**src/gaps_pkg.sv**
```systemverilog
// ----------------------------------------------------------------------------
// gaps_pkg
// Shared types for the grid path search: op and status codes, move
// directions, controller states and the controller/datapath command bundle.
// ----------------------------------------------------------------------------
package gaps_pkg;

    localparam int GRID_SIDE_DEF = 16;

    typedef enum logic [1:0] {
        OP_LOAD   = 2'd0,
        OP_SEARCH = 2'd1,
        OP_READ   = 2'd2,
        OP_NONE   = 2'd3
    } op_t;

    typedef enum logic [1:0] {
        ST_FOUND        = 2'd0,
        ST_SAME         = 2'd1,
        ST_GOAL_BLOCKED = 2'd2,
        ST_NO_PATH      = 2'd3
    } status_t;

    typedef enum logic [1:0] {
        DIR_XP = 2'd0,
        DIR_XM = 2'd1,
        DIR_YM = 2'd2,
        DIR_YP = 2'd3
    } dir_t;

    typedef enum logic [1:0] {
        NRD_SCAN   = 2'd0,
        NRD_NB     = 2'd1,
        NRD_TRACE  = 2'd2,
        NRD_CURSOR = 2'd3
    } nrd_sel_t;

    typedef enum logic [4:0] {
        S_WCLR,
        S_IDLE,
        S_LOAD,
        S_NOP,
        S_SRCH0,
        S_SRCH1,
        S_NCLR,
        S_PLACE,
        S_SCAN,
        S_SCAN_W,
        S_DECIDE,
        S_NB_RD,
        S_NB_UPD,
        S_TR_CHK,
        S_TR_STEP,
        S_R_RD,
        S_R_EMIT
    } state_t;

    typedef struct packed {
        logic     capture;
        logic     wclr;
        logic     load_wr;
        logic     code_latch;
        logic     nclr;
        logic     place;
        logic     scan_init;
        logic     scan_rd;
        logic     close_best;
        logic     nb_rd;
        logic     nb_upd;
        logic     trace_init;
        logic     trace_step;
        nrd_sel_t nrd_sel;
        logic     emit_zero;
        logic     emit_fail;
        logic     emit_found;
        logic     emit_step;
    } cmd_t;

    typedef struct packed {
        logic cnt_last;
        logic early_fail;
        logic best_valid;
        logic best_is_goal;
        logic k_last;
        logic tr_stop;
        logic steps_zero;
    } sts_t;

endpackage

```
**src/gaps_ctrl.sv**
```systemverilog
// ----------------------------------------------------------------------------
// gaps_ctrl
// Sequencer for the path search: map clear after reset, load, search
// (node clear, open-set scan, expansion, back trace) and path reads.
// ----------------------------------------------------------------------------
module gaps_ctrl (
    input  logic           clk,
    input  logic           rst_n,
    input  logic           start,
    input  logic [1:0]     op,
    input  gaps_pkg::sts_t sts,
    output gaps_pkg::cmd_t cmd,
    output logic           busy
);
    import gaps_pkg::*;

    state_t state_reg;
    state_t state_next;

    always_ff @(posedge clk or negedge rst_n)
    begin
        if (!rst_n)
        begin
            state_reg <= S_WCLR;
        end
        else
        begin
            state_reg <= state_next;
        end
    end

    always_comb
    begin
        state_next = state_reg;
        case (state_reg)
            S_WCLR:
            begin
                if (sts.cnt_last)
                begin
                    state_next = S_IDLE;
                end
            end
            S_IDLE:
            begin
                if (start)
                begin
                    case (op_t'(op))
                        OP_LOAD:   state_next = S_LOAD;
                        OP_SEARCH: state_next = S_SRCH0;
                        OP_READ:   state_next = S_R_RD;
                        default:   state_next = S_NOP;
                    endcase
                end
            end
            S_LOAD:  state_next = S_IDLE;
            S_NOP:   state_next = S_IDLE;
            S_SRCH0: state_next = S_SRCH1;
            S_SRCH1:
            begin
                state_next = sts.early_fail ? S_IDLE : S_NCLR;
            end
            S_NCLR:
            begin
                if (sts.cnt_last)
                begin
                    state_next = S_PLACE;
                end
            end
            S_PLACE: state_next = S_SCAN;
            S_SCAN:
            begin
                if (sts.cnt_last)
                begin
                    state_next = S_SCAN_W;
                end
            end
            S_SCAN_W: state_next = S_DECIDE;
            S_DECIDE:
            begin
                if (!sts.best_valid)
                begin
                    state_next = S_IDLE;
                end
                else if (sts.best_is_goal)
                begin
                    state_next = S_TR_CHK;
                end
                else
                begin
                    state_next = S_NB_RD;
                end
            end
            S_NB_RD: state_next = S_NB_UPD;
            S_NB_UPD:
            begin
                state_next = sts.k_last ? S_SCAN : S_NB_RD;
            end
            S_TR_CHK:
            begin
                state_next = sts.tr_stop ? S_IDLE : S_TR_STEP;
            end
            S_TR_STEP: state_next = S_TR_CHK;
            S_R_RD:
            begin
                state_next = sts.steps_zero ? S_IDLE : S_R_EMIT;
            end
            S_R_EMIT: state_next = S_IDLE;
            default:  state_next = S_IDLE;
        endcase
    end

    always_comb
    begin
        cmd = '0;
        cmd.nrd_sel = NRD_SCAN;
        case (state_reg)
            S_WCLR:  cmd.wclr = 1'b1;
            S_IDLE:  cmd.capture = start;
            S_LOAD:
            begin
                cmd.load_wr   = 1'b1;
                cmd.emit_zero = 1'b1;
            end
            S_NOP:   cmd.emit_zero = 1'b1;
            S_SRCH0: cmd = '0;
            S_SRCH1:
            begin
                cmd.code_latch = 1'b1;
                cmd.emit_fail  = sts.early_fail;
            end
            S_NCLR:  cmd.nclr = 1'b1;
            S_PLACE:
            begin
                cmd.place     = 1'b1;
                cmd.scan_init = 1'b1;
            end
            S_SCAN:   cmd.scan_rd = 1'b1;
            S_SCAN_W: cmd = '0;
            S_DECIDE:
            begin
                cmd.emit_fail  = !sts.best_valid;
                cmd.trace_init = sts.best_valid && sts.best_is_goal;
                cmd.close_best = sts.best_valid && !sts.best_is_goal;
            end
            S_NB_RD:
            begin
                cmd.nb_rd   = 1'b1;
                cmd.nrd_sel = NRD_NB;
            end
            S_NB_UPD:
            begin
                cmd.nb_upd    = 1'b1;
                cmd.scan_init = 1'b1;
            end
            S_TR_CHK:
            begin
                cmd.nrd_sel    = NRD_TRACE;
                cmd.emit_found = sts.tr_stop;
            end
            S_TR_STEP: cmd.trace_step = 1'b1;
            S_R_RD:
            begin
                cmd.nrd_sel   = NRD_CURSOR;
                cmd.emit_zero = sts.steps_zero;
            end
            S_R_EMIT: cmd.emit_step = 1'b1;
            default:  cmd = '0;
        endcase
    end

    assign busy = (state_reg != S_IDLE);

endmodule

```
**config.mk**
```make
export PLATFORM = sky130hd
export DESIGN_NAME = gaps_ctrl
export DESIGN_NICKNAME = d
export VERILOG_FILES = /design/src/gaps_pkg.sv /design/src/gaps_ctrl.sv
export SDC_FILE = /design/constraint.sdc
export NUM_CORES = 1
export LEC_CHECK = 0
export BUFFER_PORTS_ARGS = -buffer_cell sky130_fd_sc_hd__clkbuf_2
export CORE_MARGIN = 1.5
export CORE_UTILIZATION = 45
export CTS_BUF_LIST = sky130_fd_sc_hd__clkbuf_8
export DETAILED_ROUTE_END_ITERATION = 10
export GPL_ROUTABILITY_DRIVEN = 0
export GPL_TIMING_DRIVEN = 0
export PLACE_DENSITY = 0.87
export SLEW_MARGIN = 20
export SYNTH_ARGS = -nofsm -noshare
export SYNTH_HDL_FRONTEND = slang
export SYNTH_SLANG_ARGS = --single-unit
```
**constraint.sdc**
```tcl
create_clock -name clk -period 1.3 [get_ports clk]
set_input_delay 0.13 -clock clk [delete_from_list [all_inputs] [get_ports clk]]
set_output_delay 0.13 -clock clk [all_outputs]
set_load 0.05 [all_outputs]
```
==> key figures, run 1 <==
Synth
  – Ys Warns: 0
  – Compound-Gate Fraction of Synth Area: 25.4%
  – Post-synthesis sequential area ratio: 16.0%
  – FF+latch count, synth: 5
  – Adder-Cell Fraction of Synth Area: 4.79%
  – XOR/XNOR share of the synthesized area: 0%
  – Synth top area share: 16.0%
  – Most frequent cell after synthesis: nor2_1
  – Synth cell count leaders: nor2_1 (10), nand2_1 (9), nor3_1 (7), buf_2 (6), dfrtp_1 (5)
  – Post-Synthesis Cells: 103
  – Mapped Area: 783 um2
  – Area share of and/or/nand/nor cells after synthesis: 41.9%
  – Largest area contributor in the netlist: dfrtp_1
  – Yosys cell types: 43
  – Post-synthesis mux area share: 0%
  – Post-synth top flop: dfrtp_1
  – Net Count, Synth: 118
  – Synthesized area per cell: 7.60 um2
  – Ranking of synthesized cells by area: dfrtp_1 (16%), buf_6 (5.8%), ha_1 (4.8%)
  – Post-synth ARST share: 100%
  – EDFF count, synth: 0
  – Largest family of logic cells by synthesized area: simple AND/OR/NAND/NOR gates

Clock network
  – Post-CTS setup buffer count: 22
  – Clk buf depth: 2
  – Hold bufs inserted after CTS: 1
  – H-tree depth: 1
  – Clk sinks: 5
  – Post_cts resized: 71
  – TritonCTS Buffers: 3
  – Root Driver: clkbuf_8

Outcome
  – Err: [ERROR DPL-0038] Utilization greater than 100%, impossible to legalize
  – Failing step: clock tree synthesis
  – Status: did not finish

Floorplan
  – Top Ports: 32
  – Rows: 14
  – Die width: 44.7 um
  – Die outline height: 44.7 um
  – Starting Density: 50.2%

Placed design
  – Post-place setup slack: -0.416 ns
  – # port buffers: 31
  – Post-detail-place hpwl: 2.01 mm
## kinds of logic after synthesis
group	Yosys count
and+or+nand+nor	53
AOI/OAI and AO/OA	27
buffers and inverters	15
DFF	5
adders and majority gates	3
## through the flow
stage               area (um2)  instances  hold slack (ns)  setup TNS (ns)
floorplan                  987        103           -0.166           -2.34
global placement          1160        150          -0.0519           -3.85
detailed placement        1160        150          -0.0408           -4.70
==> run 2: changes to the inputs <==
CORE_AREA = 2 2 63 65   (was default)
CORE_MARGIN = default   (was 1.5)
CORE_UTILIZATION = default   (was 45)
CTS_BUF_LIST = default   (was sky130_fd_sc_hd__clkbuf_8)
DIE_AREA = 0 0 65 67   (was default)
PLACE_DENSITY = default   (was 0.87)
PLACE_DENSITY_LB_ADDON = 0.15   (was default)
clock period = 1.7 ns   (was 1.3 ns; I/O delays follow)
==> run 2 against run 1 <==
  * The flow now finishes, with violations (setup timing)
  * Synthesized cell count stayed put
  * Synthesized area stayed put
==> key figures, run 2 <==
Final layout
  – Inserted Diodes: 0
  – Fin nets: 172
  – Fin util: 40.0%
  – Most frequent cells in the layout: buf_4 (21), clkbuf_2 (11), buf_6 (7), nor2_1 (7)
  – Share of cells above drive strength 1: 59.0%
  – Synthesis-to-layout area growth: 84.3%
  – Most common cell after layout, fill and taps aside: buf_4
  – Non-filler cells, final: 204
  – Max reg flops: 5

Placed design
  – # port buffers: 31
  – Dpl cells: 182
  – Post-detail-place hpwl: 2.13 mm
  – Post-place setup slack: -0.121 ns

Floorplan
  – Rows: 22
  – Starting Density: 21.7%
  – Die outline height: 67 um
  – Top Ports: 32
  – DIE AREA: 4360 um2
  – Core Region: 3610 um2
  – Die width: 65 um

Clock network
  – Clk sinks: 5
  – Root Driver: clkbuf_8
  – H-tree depth: 1
  – Clock slew at reported path FFs: 0.04 ns
  – Worst skew pair latency: 0.23 ns
  – CTS tree: built
  – TritonCTS Buffers: 3
  – Clk buf depth: 2

Routing
  – DR WL/cell: 14.8 um
  – Met1 Wirelength: 1.39 mm
  – Max Used Layer: met4
  – Routed wl met2: 1.43 mm
  – Post-DRT Antenna Nets: 0
  – Vias/cell: 4.94
  – First-pass DRT Iterations: 4
  – DRC errors left: 0
  – WL final: 3.01 mm
  – Metal3 WL: 165 um
  – Initial DRC Count: 37
  – Vias after detailed routing: 1007

Synth
  – Adder-Cell Fraction of Synth Area: 4.79%
  – Mapped Area: 783 um2
  – Synth top area share: 16.0%
  – Ys Warns: 0
  – Post-Synthesis Cells: 103
  – Post-synth top flop: dfrtp_1
  – Post-synthesis sequential area ratio: 16.0%
  – EDFF count, synth: 0
  – Yosys cell types: 43
  – Compound-Gate Fraction of Synth Area: 25.4%
  – Post-synth ARST share: 100%
  – Largest family of logic cells by synthesized area: simple AND/OR/NAND/NOR gates
  – Synthesized area per cell: 7.60 um2
  – FF+latch count, synth: 5
  – Largest area contributor in the netlist: dfrtp_1
  – Synth cell count leaders: nor2_1 (10), nand2_1 (9), nor3_1 (7), buf_2 (6), dfrtp_1 (5)
  – Area share of and/or/nand/nor cells after synthesis: 41.9%
  – Most frequent cell after synthesis: nor2_1
  – Ranking of synthesized cells by area: dfrtp_1 (16%), buf_6 (5.8%), ha_1 (4.8%)
  – Post-synthesis mux area share: 0%
  – XOR/XNOR share of the synthesized area: 0%
  – Net Count, Synth: 118

Worst setup path
  – Worst reg2reg path startpoint: state_reg[1]
  – Setup crit start kind: flop
  – R2R setup slack: 0.08 ns
  – WP data arrival: 1.55 ns
  – Worst EP required: 1.53 ns
  – CP startpoint: state_reg[3]
  – CP endpoint: cmd[2]
  – CP endpoint kind: output pin
  – Reg2reg end: state_reg[1]
  – CP max FO: 10
  – Critical path type: reg -> out
  – Reg2Reg Depth: 7

GRT
  – Initial antenna violation count: 0
  – First-pass GRT wire length: 4.68 mm
  – Overall Global Routing Usage: 14.0%
  – Total grt overflow: 0
  – Largest net degree at the start of global routing: 11
  – Vias in the first global route: 992

Power
  – Seq pwr share: 7.8%
  – Worst vdd ir: 0.521 mV
  – Power density over the cells: 1770 nW/um2
  – Leakage Power: 0.642 nW
  – Comb power frac: 83.3%
  – Internal Power: 1.24 mW
  – Switching Power: 1.31 mW
  – Clock power share: 8.9%
  – Sw Ratio: 51.4%

Timing
  – Fin crit period: 1.72 ns
  – Final worst-path cycle share: 101%
  – Worst-Margin Slew: 0.325 ns
  – Setup violators final: 2
  – Max-slew violations: 0
  – Final hold vios: 0
  – Worst Skew: 0.00359 ns
  – Unrepaired setup endpoints after global routing: yes
  – Fmax: 580 MHz
  – Final setup margin: -0.0228 ns
  – Relative slew margins: 78.1%

Worst hold path
  – Hold Crit Class: in -> reg

Job
  – Max Cap Viol: 0

Outcome
  – Status: complete, but fails checks
  – Failing checks: setup timing
==> run 2: worst min path at each step <==
stage,start,cells past startpoint,slack [ns],end
after global routing,sts[0],2,0.19,state_reg[4]
final,sts[0],2,0.17,state_reg[4]
after global placement,rst_n,1,-0.01,state_reg[0]
after CTS,sts[0],2,0.15,state_reg[4]
after floorplan,rst_n,0,-0.13,state_reg[0]
after detailed placement,rst_n,1,-0.007,state_reg[1]
==> run 2: repair_timing <==
item / CTS / global route
resized for setup: 42 / 34
pin swaps: 5 / 7
setup buffers: 12 / 5
setup endpoints to repair: 17 / 15
hold buffers: 1 / 0
hold endpoints to repair: 5 / 0
==> run 2: cell type report <==
| cell class | instances | area [um2] |
|---|---|---|
| Fill cell | 374 | 2160 |
| Multi-Input combinational cell | 83 | 672 |
| Timing Repair Buffer | 49 | 407 |
| Sequential cell | 5 | 128 |
| Buffer | 10 | 114 |
| Tap cell | 48 | 60.1 |
| Clock buffer | 4 | 45.0 |
| Inverter | 5 | 18.8 |
==> run 2: per-stage QoR <==
| stage | area (um2) | power (mW) | TNS [ns] | hold WS, ns |
|---|---|---|---|---|
| 6_report | 1440 | 2.56 | -0.0238 | 0.169 |
| 5_1_grt | 1440 | 2.69 | -0.278 | 0.194 |
| 4_1_cts | 1320 | 2.34 | -0.00815 | 0.154 |
| 3_5_place_dp | 1020 | 1.76 | -0.197 | -0.00720 |
| 3_3_place_gp | 1020 | 1.76 | -0.160 | -0.0106 |
| 2_1_floorplan | 806 | 1.43 | -1.96 | -0.126 |
==> run 2: worst max-delay path, cell delays in order (launching register included) <==
cell and delay (ns):
dfrtp_1 0.33, buf_6 0.13, buf_8 0.15, nand2_4 0.07, nor4_4 0.24, a31oi_1 0.07, nor2_1 0.14, clkbuf_8 0.20
==> run 2: kinds of logic after synthesis <==
kind of cell	Yosys count
adder cells (fa/ha/maj)	3
flip-flops	5
AND/OR/NAND/NOR	53
AO/OA/AOI/OAI	27
buffers and inverters	15
==> run 2: routing by layer <==
| metal | vias to the layer above | GRT usage [%] |
|---|---|---|
| met3 | 5 | 4.05 |
| met1 | 484 | 17.5 |
| met2 | 36 | 23.8 |
| met4 | 0 | 2.66 |
| li1 | 482 | - |
| met5 | - | 0 |
==> run 2: power by group through the flow <==
stage | sequential (mW) | combinational (mW) | clock (mW)
final | 0.200 | 2.13 | 0.227
after global routing | 0.203 | 2.25 | 0.244
after CTS | 0.197 | 1.92 | 0.229
after detailed placement | 0.211 | 1.55 | 0
after global placement | 0.209 | 1.55 | 0
after floorplan | 0.195 | 1.23 | 0
(Power assumes the default switching activity.)
==> run 3: changes to the inputs <==
clock period = 2.11 ns   (was 1.7 ns; I/O delays follow)
==> run 3 against run 2 <==
  * The run now ends clean
  * Design area shrank 26%
  * Via count down 13%
  * First-iteration DRC count fell by 38%
  * Die area did not move
  * Global-route usage decreased by 2.2 points
  * Sequential power shrank 14%
  * Largest cell class unchanged
  * Clock skew is 0.00092 ns lower
  * Hold slack improved by 0.032 ns
  * Power fell by 39%
==> key figures, run 3 (same netlist as run 2, synthesis figures left out) <==
Outcome
  – Status: completed

Final layout
  – Multi-input gate area: 573 um2
  – Share of cells above drive strength 1: 42.4%
  – Non-filler cells, final: 187
  – Max reg flops: 5
  – Most frequent cells in the layout: clkbuf_2 (30), nand2_1 (9), nor2_1 (9)
  – FF+latch area: 125 um2
  – Synthesis-to-layout area growth: 35.9%
  – Inserted Diodes: 0
  – Fillers: 402
  – Fin nets: 155
  – Most common cell after layout, fill and taps aside: clkbuf_2

Placed design
  – Dpl cells: 182
  – # port buffers: 31
  – Post-detail-place hpwl: 2.01 mm

Clock network
  – Worst skew pair latency: 0.22 ns
  – Clk sinks: 5
  – TritonCTS Buffers: 3
  – Clk buf depth: 2
  – Root Driver: clkbuf_8
  – CTS tree: built
  – H-tree depth: 1
  – Clock slew at reported path FFs: 0.04 ns

Power
  – Seq pwr share: 10.9%
  – Switching Power: 888 uW
  – Comb power frac: 78.0%
  – Worst vdd ir: 0.337 mV
  – Sw Ratio: 56.5%
  – Clock power share: 11.1%
  – Leakage Power: 0.485 nW
  – Power density over the cells: 1480 nW/um2
  – Internal Power: 683 uW

Timing
  – Relative slew margins: 76.7%
  – Fmax: 502 MHz
  – Final hold vios: 0
  – Worst Skew: 0.00267 ns
  – TNS Setup: 0 ns
  – Max-slew violations: 0
  – Worst-Margin Slew: 0.347 ns
  – Setup violators final: 0
  – Unrepaired setup endpoints after global routing: no
  – Fin crit period: 1.99 ns
  – Final worst-path cycle share: 94.5%

Worst hold path
  – Hold Crit Class: in -> reg

GRT
  – Total grt overflow: 0
  – Largest net degree at the start of global routing: 11
  – Overall Global Routing Usage: 11.8%
  – Initial antenna violation count: 0
  – Vias in the first global route: 822
  – First-pass GRT wire length: 4.01 mm

Routing
  – DRC errors left: 0
  – Post-DRT Antenna Nets: 0
  – DR WL/cell: 13.4 um
  – Vias after detailed routing: 878
  – First-pass DRT Iterations: 4
  – Initial DRC Count: 23
  – WL final: 2.50 mm
  – Vias/cell: 4.70

Floorplan
  – Top Ports: 32
  – Die width: 65 um
  – DIE AREA: 4360 um2
  – Starting Density: 21.7%
  – Core Region: 3610 um2
  – Die outline height: 67 um
  – Rows: 22

Worst setup path
  – Setup crit start kind: flop
  – Critical path type: reg -> out
  – WP data arrival: 1.78 ns
  – Worst EP required: 1.90 ns
  – CP endpoint kind: output pin
  – CP max FO: 10

Job
  – Max Cap Viol: 0
-- run 3: cell types whose count changed in the layout (fill, tap and decap cells not counted), sizes merged --
cell    delta
buf       -28
clkbuf    +11
-- run 3: path summary, 6_finish.rpt --
path | startpoint | end | slack (ns) | depth (start not counted)
hold reg to reg | state_reg[0] | state_reg[0] | 0.71 | 2
setup reg to reg | state_reg[0] | state_reg[3] | 0.57 | 5
hold / removal | sts[0] | state_reg[4] | 0.20 | 2
max in group asynchronous | rst_n | state_reg[1] | 1.62 | 2
min in group asynchronous | rst_n | state_reg[2] | 0.35 | 2
setup / recovery | state_reg[0] | cmd[2] | 0.12 | 6
-- run 3: timing repair --
action                     4_1_cts  5_1_grt
hold buffers                     1        0
gates resized for setup          0        3
setup endpoints to repair        0        2
hold endpoints to repair         5        0
buffers inserted                 0        0
-- run 3: metal layers --
metal / part of all wire (%) / vias up / GRT usage (%)
li1: - / 449 / -
met3: 3.3 / 0 / 2.53
met4: 0 / 0 / 0
met5: 0 / - / 0
met1: 46 / 410 / 15.9
met2: 50 / 19 / 20.4
-- run 3: metrics by stage --
step / setup WS, ns / power (mW) / util (%) / hold WS [ns] / instance area, um2
after floorplan: 0.0395 / 1.14 / - / -0.0846 / 790
after global placement: 0.305 / 1.41 / 27.9 / 0.0349 / 1000
after detailed placement: 0.347 / 1.39 / 27.9 / 0.0330 / 1000
after CTS: 0.0969 / 1.57 / 29.4 / 0.202 / 1060
after global routing: 0.00189 / 1.69 / 29.5 / 0.219 / 1060
final: 0.116 / 1.57 / 29.5 / 0.201 / 1060
-- run 3: worst max-delay path, cell delays in order, from the launching register on --
cell,delay (ns)
dfrtp_1,0.44
buf_6,0.18
buf_2,0.18
nor4_1,0.29
a31oi_1,0.08
nor2_1,0.10
clkbuf_2,0.28
-- run 3: cell type report --
type / count / area share (%)
multi-input cells: 83 / 53.8
repair buffers: 32 / 15.7
flip-flops and latches: 5 / 11.8
plain buffers: 10 / 7.05
well taps: 48 / 5.64
clock buffers: 4 / 4.23
inverters: 5 / 1.76
-- run 3: power groups by stage --
stage                     Combinational [mW]  Sequential (mW)  Clock [mW]
after floorplan                        0.979            0.157           0
after global routing                    1.32            0.178       0.188
final                                   1.23            0.171       0.175
after detailed placement                1.22            0.170           0
after CTS                               1.22            0.171       0.181
after global placement                  1.23            0.173           0
